File: src/design/multi_channel_ramp_generator_defines.svh
// assertion macros shared by the ramp generator modules
`ifndef MULTI_CHANNEL_RAMP_GENERATOR_DEFINES_SVH
`define MULTI_CHANNEL_RAMP_GENERATOR_DEFINES_SVH

// condition must hold at every clock edge outside reset
`define MCRG_ASSERT_ALWAYS(label, clk, rst, cond, msg) \
   label: assert property (@(posedge clk) disable iff (rst) (cond)) else $error(msg);

// consequent must hold in the same cycle as the antecedent
`define MCRG_ASSERT_SAME(label, clk, rst, ante, cons, msg) \
   label: assert property (@(posedge clk) disable iff (rst) (ante) |-> (cons)) else $error(msg);

// consequent must hold in the cycle after the antecedent
`define MCRG_ASSERT_NEXT(label, clk, rst, ante, cons, msg) \
   label: assert property (@(posedge clk) disable iff (rst) (ante) |=> (cons)) else $error(msg);

`endif

File: src/design/mcrg_pkg.sv
// types and constants of the multi-channel ramp generator
package mcrg_pkg;

   localparam int LevelWidth          = 16;
   localparam int NumChannelsDefault  = 2;

   // request kinds
   localparam logic ReqTick  = 1'b0;
   localparam logic ReqStart = 1'b1;

   typedef struct packed {
      logic                  req_type;
      logic                  channel;
      logic [LevelWidth-1:0] target;
      logic [LevelWidth-1:0] speed;
   } req_item_type;

   typedef struct packed {
      logic                  out_channel;
      logic [LevelWidth-1:0] level;
      logic                  last;
   } rsp_item_type;

   // one channel's stored state
   typedef struct packed {
      logic [LevelWidth-1:0] level;
      logic [LevelWidth-1:0] target;
      logic [LevelWidth-1:0] step;
      logic                  rising;
   } chan_entry_type;

   typedef struct packed {
      logic [LevelWidth-1:0] dividend;
      logic [LevelWidth-1:0] divisor;
   } div_req_type;

endpackage

File: src/design/mcrg_store.sv
// channel state memory with per-entry valid bits and a registered read port
`include "multi_channel_ramp_generator_defines.svh"

module mcrg_store #(
   parameter int Depth = mcrg_pkg::NumChannelsDefault
) (
   input  logic                              clock,
   input  logic                              reset,
   input  logic                              rd_en,
   input  logic [((Depth > 1) ? $clog2(Depth) : 1)-1:0] rd_addr,
   output mcrg_pkg::chan_entry_type          rd_data,
   input  logic                              wr_en,
   input  logic [((Depth > 1) ? $clog2(Depth) : 1)-1:0] wr_addr,
   input  mcrg_pkg::chan_entry_type          wr_data
);

   mcrg_pkg::chan_entry_type mem_ff [Depth];
   logic [Depth-1:0]         valid_ff;
   mcrg_pkg::chan_entry_type rd_data_ff;
   logic                     rd_valid_ff;

   always_ff @(posedge clock) begin
      if (wr_en) begin
         mem_ff[wr_addr] <= wr_data;
      end
      if (rd_en) begin
         rd_data_ff <= mem_ff[rd_addr];
      end
   end

   // entries never written read as the reset value of zero
   always_ff @(posedge clock) begin
      if (reset) begin
         valid_ff    <= '0;
         rd_valid_ff <= 1'b0;
      end else begin
         if (wr_en) begin
            valid_ff[wr_addr] <= 1'b1;
         end
         if (rd_en) begin
            rd_valid_ff <= valid_ff[rd_addr];
         end
      end
   end

   assign rd_data = rd_valid_ff ? rd_data_ff : '0;

   `MCRG_ASSERT_SAME(a_no_rw_same_entry, clock, reset, wr_en && rd_en, wr_addr != rd_addr, "read and write hit the same entry")

endmodule

File: src/design/mcrg_div.sv
// iterative restoring divider, one quotient bit per cycle
`include "multi_channel_ramp_generator_defines.svh"

module mcrg_div (
   input  logic                                clock,
   input  logic                                reset,
   input  logic                                start,
   input  mcrg_pkg::div_req_type               req,
   output logic                                done,
   output logic [mcrg_pkg::LevelWidth-1:0]     quotient
);

   localparam int Width    = mcrg_pkg::LevelWidth;
   localparam int CntWidth = $clog2(Width);

   logic                run_ff, run_in;
   logic                done_ff, done_in;
   logic [CntWidth-1:0] cnt_ff, cnt_in;
   logic [Width-1:0]    rem_ff, rem_in;
   logic [Width-1:0]    quo_ff, quo_in;
   logic [Width-1:0]    dvs_ff, dvs_in;
   logic [Width:0]      shifted;
   logic [Width:0]      trial;

   assign shifted = {rem_ff, quo_ff[Width-1]};
   assign trial   = shifted - {1'b0, dvs_ff};

   always_comb begin
      run_in  = run_ff;
      done_in = 1'b0;
      cnt_in  = cnt_ff;
      rem_in  = rem_ff;
      quo_in  = quo_ff;
      dvs_in  = dvs_ff;
      if (start) begin
         run_in = 1'b1;
         cnt_in = '0;
         rem_in = '0;
         quo_in = req.dividend;
         dvs_in = req.divisor;
      end else if (run_ff) begin
         if (!trial[Width]) begin
            rem_in = trial[Width-1:0];
            quo_in = {quo_ff[Width-2:0], 1'b1};
         end else begin
            rem_in = shifted[Width-1:0];
            quo_in = {quo_ff[Width-2:0], 1'b0};
         end
         cnt_in = cnt_ff + 1'b1;
         if (cnt_ff == CntWidth'(Width - 1)) begin
            run_in  = 1'b0;
            done_in = 1'b1;
         end
      end
   end

   always_ff @(posedge clock) begin
      if (reset) begin
         run_ff  <= 1'b0;
         done_ff <= 1'b0;
      end else begin
         run_ff  <= run_in;
         done_ff <= done_in;
      end
      cnt_ff <= cnt_in;
      rem_ff <= rem_in;
      quo_ff <= quo_in;
      dvs_ff <= dvs_in;
   end

   assign done     = done_ff;
   assign quotient = quo_ff;

   `MCRG_ASSERT_SAME(a_no_restart, clock, reset, start, !run_ff, "divider started while running")

endmodule

File: src/design/multi_channel_ramp_generator.sv
// Multi-channel ramp generator. Items are taken when start is high and busy is low; one item
// is worked at a time. A start item that loads a new ramp does one memory read, then the
// 16-step serial divider that forms speed / distance, then the write-back; when the target
// already equals the level it ends after the read. For a tick item the channel state memory
// is read one channel per cycle and each moving channel written back. Each moved channel
// gives one result on rsp_item, strobed by rsp_strobe for exactly one cycle, in ascending
// channel order, the final one with last set; the receiver cannot stall results, and the last
// result of a tick appears in the same cycle as busy falls. A tick with no channel to move
// gives no result. No clearing pass is needed after reset.
`include "multi_channel_ramp_generator_defines.svh"

module multi_channel_ramp_generator #(
   parameter int NUM_CHANNELS = mcrg_pkg::NumChannelsDefault
) (
   input  logic                   clock,
   input  logic                   reset,
   input  logic                   start,
   output logic                   busy,
   input  mcrg_pkg::req_item_type req_item,
   output logic                   rsp_strobe,
   output mcrg_pkg::rsp_item_type rsp_item
);

   localparam int Width     = mcrg_pkg::LevelWidth;
   localparam int AddrWidth = (NUM_CHANNELS > 1) ? $clog2(NUM_CHANNELS) : 1;

   typedef enum logic [2:0] {
      ST_IDLE,
      ST_START_RD,
      ST_START_DIV,
      ST_TICK_RD,
      ST_TICK_END
   } state_type;

   state_type                state_ff, state_in;
   mcrg_pkg::req_item_type   req_ff, req_in;
   logic [AddrWidth-1:0]     chan_ff, chan_in;
   mcrg_pkg::chan_entry_type entry_ff, entry_in;
   logic                     pend_valid_ff, pend_valid_in;
   mcrg_pkg::rsp_item_type   pend_item_ff, pend_item_in;
   logic                     rsp_strobe_ff, rsp_strobe_in;
   mcrg_pkg::rsp_item_type   rsp_item_ff, rsp_item_in;

   logic                     rd_en;
   logic [AddrWidth-1:0]     rd_addr;
   mcrg_pkg::chan_entry_type rd_data;
   logic                     wr_en;
   logic [AddrWidth-1:0]     wr_addr;
   mcrg_pkg::chan_entry_type wr_data;

   logic                     div_start;
   mcrg_pkg::div_req_type    div_req;
   logic                     div_done;
   logic [Width-1:0]         div_quotient;

   logic                     chan_ok;
   logic                     moving;
   logic [Width:0]           sum;
   logic [Width:0]           diff;
   logic [Width-1:0]         new_level;
   logic                     at_last_chan;

   mcrg_store #(
      .Depth (NUM_CHANNELS)
   ) u_store (
      .clock   (clock),
      .reset   (reset),
      .rd_en   (rd_en),
      .rd_addr (rd_addr),
      .rd_data (rd_data),
      .wr_en   (wr_en),
      .wr_addr (wr_addr),
      .wr_data (wr_data)
   );

   mcrg_div u_div (
      .clock    (clock),
      .reset    (reset),
      .start    (div_start),
      .req      (div_req),
      .done     (div_done),
      .quotient (div_quotient)
   );

   assign chan_ok = (32'(req_item.channel) < NUM_CHANNELS);

   // step with clamp, worked at 17 bits so a wrap cannot jump past the target
   assign moving = (rd_data.level != rd_data.target);
   assign sum    = {1'b0, rd_data.level} + {1'b0, rd_data.step};
   assign diff   = {1'b0, rd_data.level} - {1'b0, rd_data.step};

   always_comb begin
      if (rd_data.rising) begin
         new_level = (sum >= {1'b0, rd_data.target}) ? rd_data.target : sum[Width-1:0];
      end else begin
         new_level = ($signed(diff) <= $signed({1'b0, rd_data.target})) ?
                     rd_data.target : diff[Width-1:0];
      end
   end

   assign at_last_chan = (chan_ff == AddrWidth'(NUM_CHANNELS - 1));

   always_comb begin
      state_in      = state_ff;
      req_in        = req_ff;
      chan_in       = chan_ff;
      entry_in      = entry_ff;
      pend_valid_in = pend_valid_ff;
      pend_item_in  = pend_item_ff;
      rsp_strobe_in = 1'b0;
      rsp_item_in   = rsp_item_ff;
      rd_en         = 1'b0;
      rd_addr       = chan_ff;
      wr_en         = 1'b0;
      wr_addr       = chan_ff;
      wr_data       = rd_data;
      div_start     = 1'b0;
      div_req.dividend = req_ff.speed;
      div_req.divisor  = rd_data.level - req_ff.target;
      case (state_ff)
         ST_IDLE: begin
            if (start) begin
               req_in = req_item;
               if (req_item.req_type == mcrg_pkg::ReqTick) begin
                  rd_en         = 1'b1;
                  rd_addr       = '0;
                  chan_in       = '0;
                  pend_valid_in = 1'b0;
                  state_in      = ST_TICK_RD;
               end else if (chan_ok) begin
                  rd_en    = 1'b1;
                  rd_addr  = AddrWidth'(req_item.channel);
                  chan_in  = AddrWidth'(req_item.channel);
                  state_in = ST_START_RD;
               end
            end
         end
         ST_START_RD: begin
            if (req_ff.target == rd_data.level) begin
               state_in = ST_IDLE;
            end else begin
               entry_in.level  = rd_data.level;
               entry_in.target = req_ff.target;
               entry_in.step   = '0;
               entry_in.rising = (rd_data.level < req_ff.target);
               if (rd_data.level < req_ff.target) begin
                  div_req.divisor = req_ff.target - rd_data.level;
               end
               div_start = 1'b1;
               state_in  = ST_START_DIV;
            end
         end
         ST_START_DIV: begin
            if (div_done) begin
               wr_en        = 1'b1;
               wr_data      = entry_ff;
               wr_data.step = div_quotient;
               state_in     = ST_IDLE;
            end
         end
         ST_TICK_RD: begin
            if (moving) begin
               wr_en         = 1'b1;
               wr_data.level = new_level;
               // hold each result back until the next moved channel to know whether it is the last
               if (pend_valid_ff) begin
                  rsp_strobe_in = 1'b1;
                  rsp_item_in   = pend_item_ff;
               end
               pend_valid_in            = 1'b1;
               pend_item_in.out_channel = chan_ff[0];
               pend_item_in.level       = new_level;
               pend_item_in.last        = 1'b0;
            end
            if (at_last_chan) begin
               state_in = ST_TICK_END;
            end else begin
               chan_in  = chan_ff + 1'b1;
               rd_en    = 1'b1;
               rd_addr  = chan_ff + 1'b1;
            end
         end
         ST_TICK_END: begin
            if (pend_valid_ff) begin
               rsp_strobe_in    = 1'b1;
               rsp_item_in      = pend_item_ff;
               rsp_item_in.last = 1'b1;
            end
            pend_valid_in = 1'b0;
            state_in      = ST_IDLE;
         end
         default: begin
            state_in = ST_IDLE;
         end
      endcase
   end

   always_ff @(posedge clock) begin
      if (reset) begin
         state_ff      <= ST_IDLE;
         pend_valid_ff <= 1'b0;
         rsp_strobe_ff <= 1'b0;
      end else begin
         state_ff      <= state_in;
         pend_valid_ff <= pend_valid_in;
         rsp_strobe_ff <= rsp_strobe_in;
      end
      req_ff       <= req_in;
      chan_ff      <= chan_in;
      entry_ff     <= entry_in;
      pend_item_ff <= pend_item_in;
      rsp_item_ff  <= rsp_item_in;
   end

   assign busy       = (state_ff != ST_IDLE);
   assign rsp_strobe = rsp_strobe_ff;
   assign rsp_item   = rsp_item_ff;

   `MCRG_ASSERT_NEXT(a_last_closes_tick, clock, reset, rsp_strobe && rsp_item.last, !rsp_strobe, "result follows the last of a tick")
   `MCRG_ASSERT_SAME(a_more_follow, clock, reset, rsp_strobe && !rsp_item.last, busy, "non-final result with tick already finished")
   `MCRG_ASSERT_NEXT(a_tick_busy, clock, reset, start && !busy && (req_item.req_type == mcrg_pkg::ReqTick), busy, "tick item not taken up")
   `MCRG_ASSERT_SAME(a_write_in_work, clock, reset, wr_en, (state_ff == ST_START_DIV) || (state_ff == ST_TICK_RD), "state write outside an update step")

endmodule
File: config.mk
export PLATFORM = sky130hd
export DESIGN_NAME = multi_channel_ramp_generator
export DESIGN_NICKNAME = d
export VERILOG_FILES = /design/src/design/mcrg_pkg.sv /design/src/design/mcrg_store.sv /design/src/design/mcrg_div.sv /design/src/design/multi_channel_ramp_generator.sv
export VERILOG_INCLUDE_DIRS = /design/src /design/src/design
export SDC_FILE = /design/constraint.sdc
export NUM_CORES = 1
export LEC_CHECK = 0
export ABC_AREA = 1
export BUFFER_PORTS_ARGS = -buffer_cell sky130_fd_sc_hd__buf_2
export CORE_ASPECT_RATIO = 1.4
export CORE_MARGIN = 10
export CORE_UTILIZATION = 63
export DETAILED_ROUTE_END_ITERATION = 10
export PLACE_DENSITY = 0.81
export SLEW_MARGIN = 20
export SYNTH_ARGS = -nofsm -noshare
export SYNTH_HDL_FRONTEND = slang
export SYNTH_SLANG_ARGS = --single-unit
File: constraint.sdc
create_clock -name clock -period 5.7 [get_ports clock]
set_input_delay 1.14 -clock clock [delete_from_list [all_inputs] [get_ports clock]]
set_output_delay 1.14 -clock clock [all_outputs]
set_load 0.05 [all_outputs]
==> flow_summary.ini, run 1 <==
[grt]
use_met1 = 0.322
grt_use_met3 = 0.0369
grt_pass1_vias = 13200
antenna_found_initial = 0
grt_max_degree = 86
use_met2 = 0.501
gr-total-overflow = 0
grt_usage = 0.286
grt_pass1_wl_microns = 75700
grt_most_used_layer = met2

[yosys]
synth_compound_area_frac = 0.0949
yosysTopAreaCellShare = 0.492
muxShareOfSynthArea = 0.000588
synthXorXnorAreaFrac = 0.0278
seq_area_frac_synth = 0.528
synth_nets = 1992
yosys_warnings = 0
yosysMostFrequentCell = nand2_1
async_reset_ff_frac = 0
synth_edf_count = 279
synth_cell_types = 58
synth_top_family_by_area = simple AND/OR/NAND/NOR gates
synth_commonest_cells = nand2_1, edfxtp_1, inv_1
yosys_most_used_dff = edfxtp_1
yosys.area.top_type = edfxtp_1
synth.cell_area_sq_um = 17000
ys_seq_elements = 310
synth_fa_ha_area_frac = 0.0882
yosys.area_share.simple = 0.197
synth_top_cells_by_area = edfxtp_1, nand2_1, ha_1, inv_1, dfxtp_1
netlist_instances = 1838
syn_area_per_cell_sq_um = 9.27

[final_layout]
syn_to_final_growth_pct = 9.94
fin_util = 0.700
final_nets = 2048
fin_cells = 2283
antenna_cells = 0
postLayoutCellArea_sq_um = 18700
drive_above_1_share = 0.0813

[route]
drt-total-wl_microns = 50600
drc = 0
dr.pass1.iters = 8
detail_route.wl_per_cell_microns = 22.1
ant_nets = 0
drt_iter0_markers = 1231
vias_per_cell = 5.95
vias = 13600

[die]
io_pins = 57
die-area_sq_um = 34100
core_area_sq_um = 26700
initial_utilization = 0.637
num_rows = 71
die_y_microns = 215
die_width_microns = 159

[setup_path]
arrival_ns = 5.52
path_class = reg2reg
path_delay_family = simple AND/OR/NAND/NOR gates
slowest_delay_ns = 0.72
worstSetupEndpointType = flip-flop
cp.required_ns = 6.00
setup.worst_path.start_class = flip-flop
crit_chain = nand2_1, inv_1, ha_1, nand3_1, nand3_1, a21oi_1, o21ai_2, xor2_1, ha_1, nand2_1, nor2_1, nand3_1, nand4_1, nand2_1, nand2_1, nand2_1, nand2_1, nand2_1, nand2_1, nand3_2, nand2_1, nand3_1, nand3_1, a21oi_1
crit_fanout = 28
critPathSlowestCell = dfxtp_2
cp_common_cell = nand2_1
worstPathBufferInverterCount = 1

[placement]
hpwl_microns = 37300
placed_cells = 2227
dpl_cell_area_sq_um = 17700
numPortBuffers = 56
place.gp.congestion = 1.04
pre_cts_ws_ns = 0.582

[clocking]
clkTransAtPathRegs_ns = 0.07
cts.path.max_buffers = 3
post_cts.repair.setup_buffers = 0
numClockSinks = 310
cts_max_level = 1
clk_latency_ns = 0.57
cts_hold_buf = 0
cts_tree = done
root_buffer = clkbuf_16
cts_buffers = 30
post_cts_resized = 0

[timing]
finalHoldViolCount = 0
worstMarginPinSlew_ns = 0.874
period_needed_ns = 5.22
finalSetupTns_ns = 0
setup_viol_count_final = 0
fin_ws_ns = 0.484
max_slew_margin = 0.416
fin_skew_ns = 0.0125
fmax_ghz = 0.192
slew_violations = 0
post-route-period-util = 0.915
rsz0062_at_grt = no

[power_and_ir_drop]
leakage_uw = 0.00833
peakVddDrop_mv = 0.297
power_density_nw_per_um2 = 406

[run]
max_cap_viol_count = 0

[min_path]
hp-class = reg2reg

[outcome]
status = completed
## stage by stage
step	total power, uW	hold slack [ns]
after global routing	7990	0.427
final	7610	0.420
after CTS	7580	0.422
after global placement	5520	0.409
after detailed placement	5570	0.407
after floorplan	4780	0.400
## state kept, by name, indices dropped and copies added, names as in the netlist, 17 cells and up
name	count
entry_ff	33
rsp_item	18
pend_item_ff	17
u_store.mem_ff	98
u_store.rd_data_ff	49
## power by group
part / switching [uW] / total, uW / internal, uW
Combinational: 1830 / 2650 / 819
Clock: 845 / 2020 / 1180
Sequential: 137 / 2940 / 2810
## logic make-up after synthesis
kind of cell	after synthesis
muxes	1
and+or+nand+nor	806
xor gates and xnor gates	54
DFF	310
adders and majority gates	117
AOI/OAI and AO/OA	285
buffers and inverters	265
## worst register-to-register path: stages, from the launching register on
cell	delay, ns
dfxtp_2	0.72
nand2_1	0.22
inv_1	0.29
ha_1	0.41
nand3_1	0.14
nand3_1	0.13
a21oi_1	0.40
o21ai_2	0.16
xor2_1	0.20
ha_1	0.32
nand2_1	0.09
nor2_1	0.28
nand3_1	0.12
nand4_1	0.14
nand2_1	0.08
nand2_1	0.09
nand2_1	0.05
nand2_1	0.05
nand2_1	0.04
nand2_1	0.10
nand3_2	0.38
nand2_1	0.21
nand3_1	0.12
nand3_1	0.11
a21oi_1	0.10
## layer usage
| metal | up-vias | part of all wire |
|---|---|---|
| li1 | 6334 | - |
| met1 | 6429 | 0.36 |
| met2 | 657 | 0.50 |
| met3 | 167 | 0.073 |
| met4 | 0 | 0.070 |
| met5 | - | 0 |
## worst paths after layout
path | startpoint | endpoint | slack, ns | cells past startpoint
max | u_store.rd_valid_ff | u_store.mem_ff[1][43] | 0.48 | 24
min reg2reg | pend_item_ff[13] | rsp_item[13] | 0.42 | 0
max reg2reg | u_store.rd_valid_ff | u_store.mem_ff[1][43] | 0.48 | 24
min | pend_item_ff[13] | rsp_item[13] | 0.42 | 0
## area by class of cell
cell class / instances / area [sq um]
clock buffers: 36 / 795
clock inverters: 20 / 211
fillers: 2008 / 8020
inverters: 204 / 766
multi-input cells: 1263 / 6980
flip-flops and latches: 310 / 9000
well taps: 365 / 457
repair buffers: 85 / 510
## cells in the final DEF (no fill, tap or decap), drive strengths merged, types with 12 or more instances in the layout
cell type,instances
nand4,46
xor2,45
nor3,12
a21oi,114
nand3,85
o22ai,12
nor2,98
clkinv,14
o21ai,106
nand2,546
edfxtp,279
buf,85
clkbuf,36
inv,204
dfxtp,31
ha,112
and2,13
(Power assumes the default switching activity.)
==> run 2, diff against run 1 <==
CTS_CLUSTER_DIAMETER = 80   (was default)
clock period = 5.85 ns   (was 5.7 ns; I/O delays follow)
==> flow_summary.ini, run 2 (synthesis results as in run 1) <==
[setup_path]
arrival_ns = 5.56
cp-startpoint = u_store.rd_valid_ff
worstSetupEndpointType = flip-flop
setup.worst_path.start_class = flip-flop
slowest_delay_ns = 0.56
crit_chain = buf_4, nand2_1, inv_1, ha_1, inv_1, fa_1, nand3_1, nand3_1, a21oi_1, o21ai_2, nand2_1, nand2_1, nand2_1, nand2_1, ha_1, nand2_1, nor2_1, nand4_1, nand3_2, buf_4, nand2_1, nand3_1, nand3_1, a21oi_1
path_class = reg2reg
cp.required_ns = 6.24
r2r_end = u_store.mem_ff[0][44]
path_delay_family = simple AND/OR/NAND/NOR gates
crit_fanout = 18
worstRegToRegCells = 24
critPathSlowestCell = dfxtp_2
r2r_start = u_store.rd_valid_ff
rrSetupSlack_ns = 0.68
worstPathBufferInverterCount = 4
cp_common_cell = nand2_1

[timing]
fin_skew_ns = 0.0116
rsz0062_at_grt = no
max_slew_margin = 0.262
fin_ws_ns = 0.680
slew_violations = 0
finalSetupTns_ns = 0
fmax_ghz = 0.193
period_needed_ns = 5.17
setup_viol_count_final = 0
post-route-period-util = 0.884
finalHoldViolCount = 0
worstMarginPinSlew_ns = 1.10

[final_layout]
drive_above_1_share = 0.0877
fillers = 2052
syn_to_final_growth_pct = 10.3
reg_top3 = u_store.mem_ff: 98 flops, u_store.rd_data_ff: 49 flops, entry_ff: 33 flops
final_cell_mix = nand2_1, edfxtp_1, inv_1, a21oi_1, ha_1
fin_cells = 2294
largest_register_ffs = 98
top_register = u_store.mem_ff
layout_commonest_cell = nand2_1
postLayoutCellArea_sq_um = 18800
final_nets = 2059

[outcome]
status = completed

[die]
die_y_microns = 215
core_area_sq_um = 26700
die-area_sq_um = 34100
initial_utilization = 0.637
io_pins = 57
die_width_microns = 159
num_rows = 71

[route]
drt-total-wl_microns = 50800
drt_iter0_markers = 1409
drc = 0
vias_per_cell = 5.95
detail_route.wl_per_cell_microns = 22.2
vias = 13700
dr.pass1.iters = 7
ant_nets = 0

[clocking]
post_cts_resized = 0
cts_max_level = 1
numClockSinks = 310
cts_tree = done
clk_latency_ns = 0.58
post_cts.repair.setup_buffers = 0
root_buffer = clkbuf_16
clkTransAtPathRegs_ns = 0.06
cts_hold_buf = 0
cts_buffers = 31
cts.path.max_buffers = 3

[grt]
grt_max_degree = 61
grt_pass1_wl_microns = 76800
grt_usage = 0.288
antenna_found_initial = 0
grt_pass1_vias = 13500
gr-total-overflow = 0

[placement]
placed_cells = 2236
place.gp.congestion = 1.06
hpwl_microns = 37500
pre_cts_ws_ns = 0.840
numPortBuffers = 56
dpl_cell_area_sq_um = 17800

[power_and_ir_drop]
p_total_uw = 7400
leakage_uw = 0.00838
peakVddDrop_mv = 0.289
power_density_nw_per_um2 = 394

[min_path]
min_from = pend_item_ff[17]
hp-class = reg2reg
holdPathStages = 0
hold_path_end = rsp_item[17]

[run]
max_cap_viol_count = 0
-- run 2: worst max path at each step --
| stage | to | cells past startpoint |
|---|---|---|
| final | u_store.mem_ff[0][44] | 24 |
| after global routing | u_store.mem_ff[0][47] | 29 |
| after CTS | u_store.mem_ff[0][47] | 29 |
| after detailed placement | u_store.mem_ff[1][47] | 29 |
| after global placement | u_store.mem_ff[0][47] | 25 |
| after floorplan | u_store.rd_valid_ff | 8 |
-- run 2: layout make-up --
cell class	count	area, sq um	area share
clock buffers	35	791	0.0421
well taps	365	457	0.0243
repair buffers	95	586	0.0312
flip-flops and latches	310	9000	0.479
clock inverters	20	191	0.0102
diodes	2	5.00	0.000267
multi-input cells	1263	6980	0.372
inverters	204	766	0.0408
-- run 2: per-layer routing --
layer / vias to the layer above / global-route usage / part of all wire
met2: 723 / 0.503 / 0.50
met5: - / 0 / 0
met1: 6366 / 0.329 / 0.36
met4: 0 / 0.167 / 0.063
met3: 195 / 0.0407 / 0.076
li1: 6373 / - / -
-- run 2: worst register-to-register path: cells and delay by family, from the launching register on --
family	cells	cell delay [ns]
and+or+nand+nor	14	1.87
buffers and inverters	4	0.75
adders and majority gates	3	0.90
DFF	1	0.56
AOI/OAI and AO/OA	3	0.90
-- run 2: where the power goes --
| part | total (uW) | switching, uW | internal (uW) |
|---|---|---|---|
| sequential | 2870 | 135 | 2730 |
| clock | 1950 | 846 | 1100 |
| combinational | 2590 | 1770 | 817 |
-- run 2: through the flow --
step,hold slack [ns],utilization
final,0.429,0.702
after global routing,0.440,0.702
after CTS,0.429,0.701
after detailed placement,0.410,0.665
after global placement,0.409,0.665
after floorplan,0.400,-
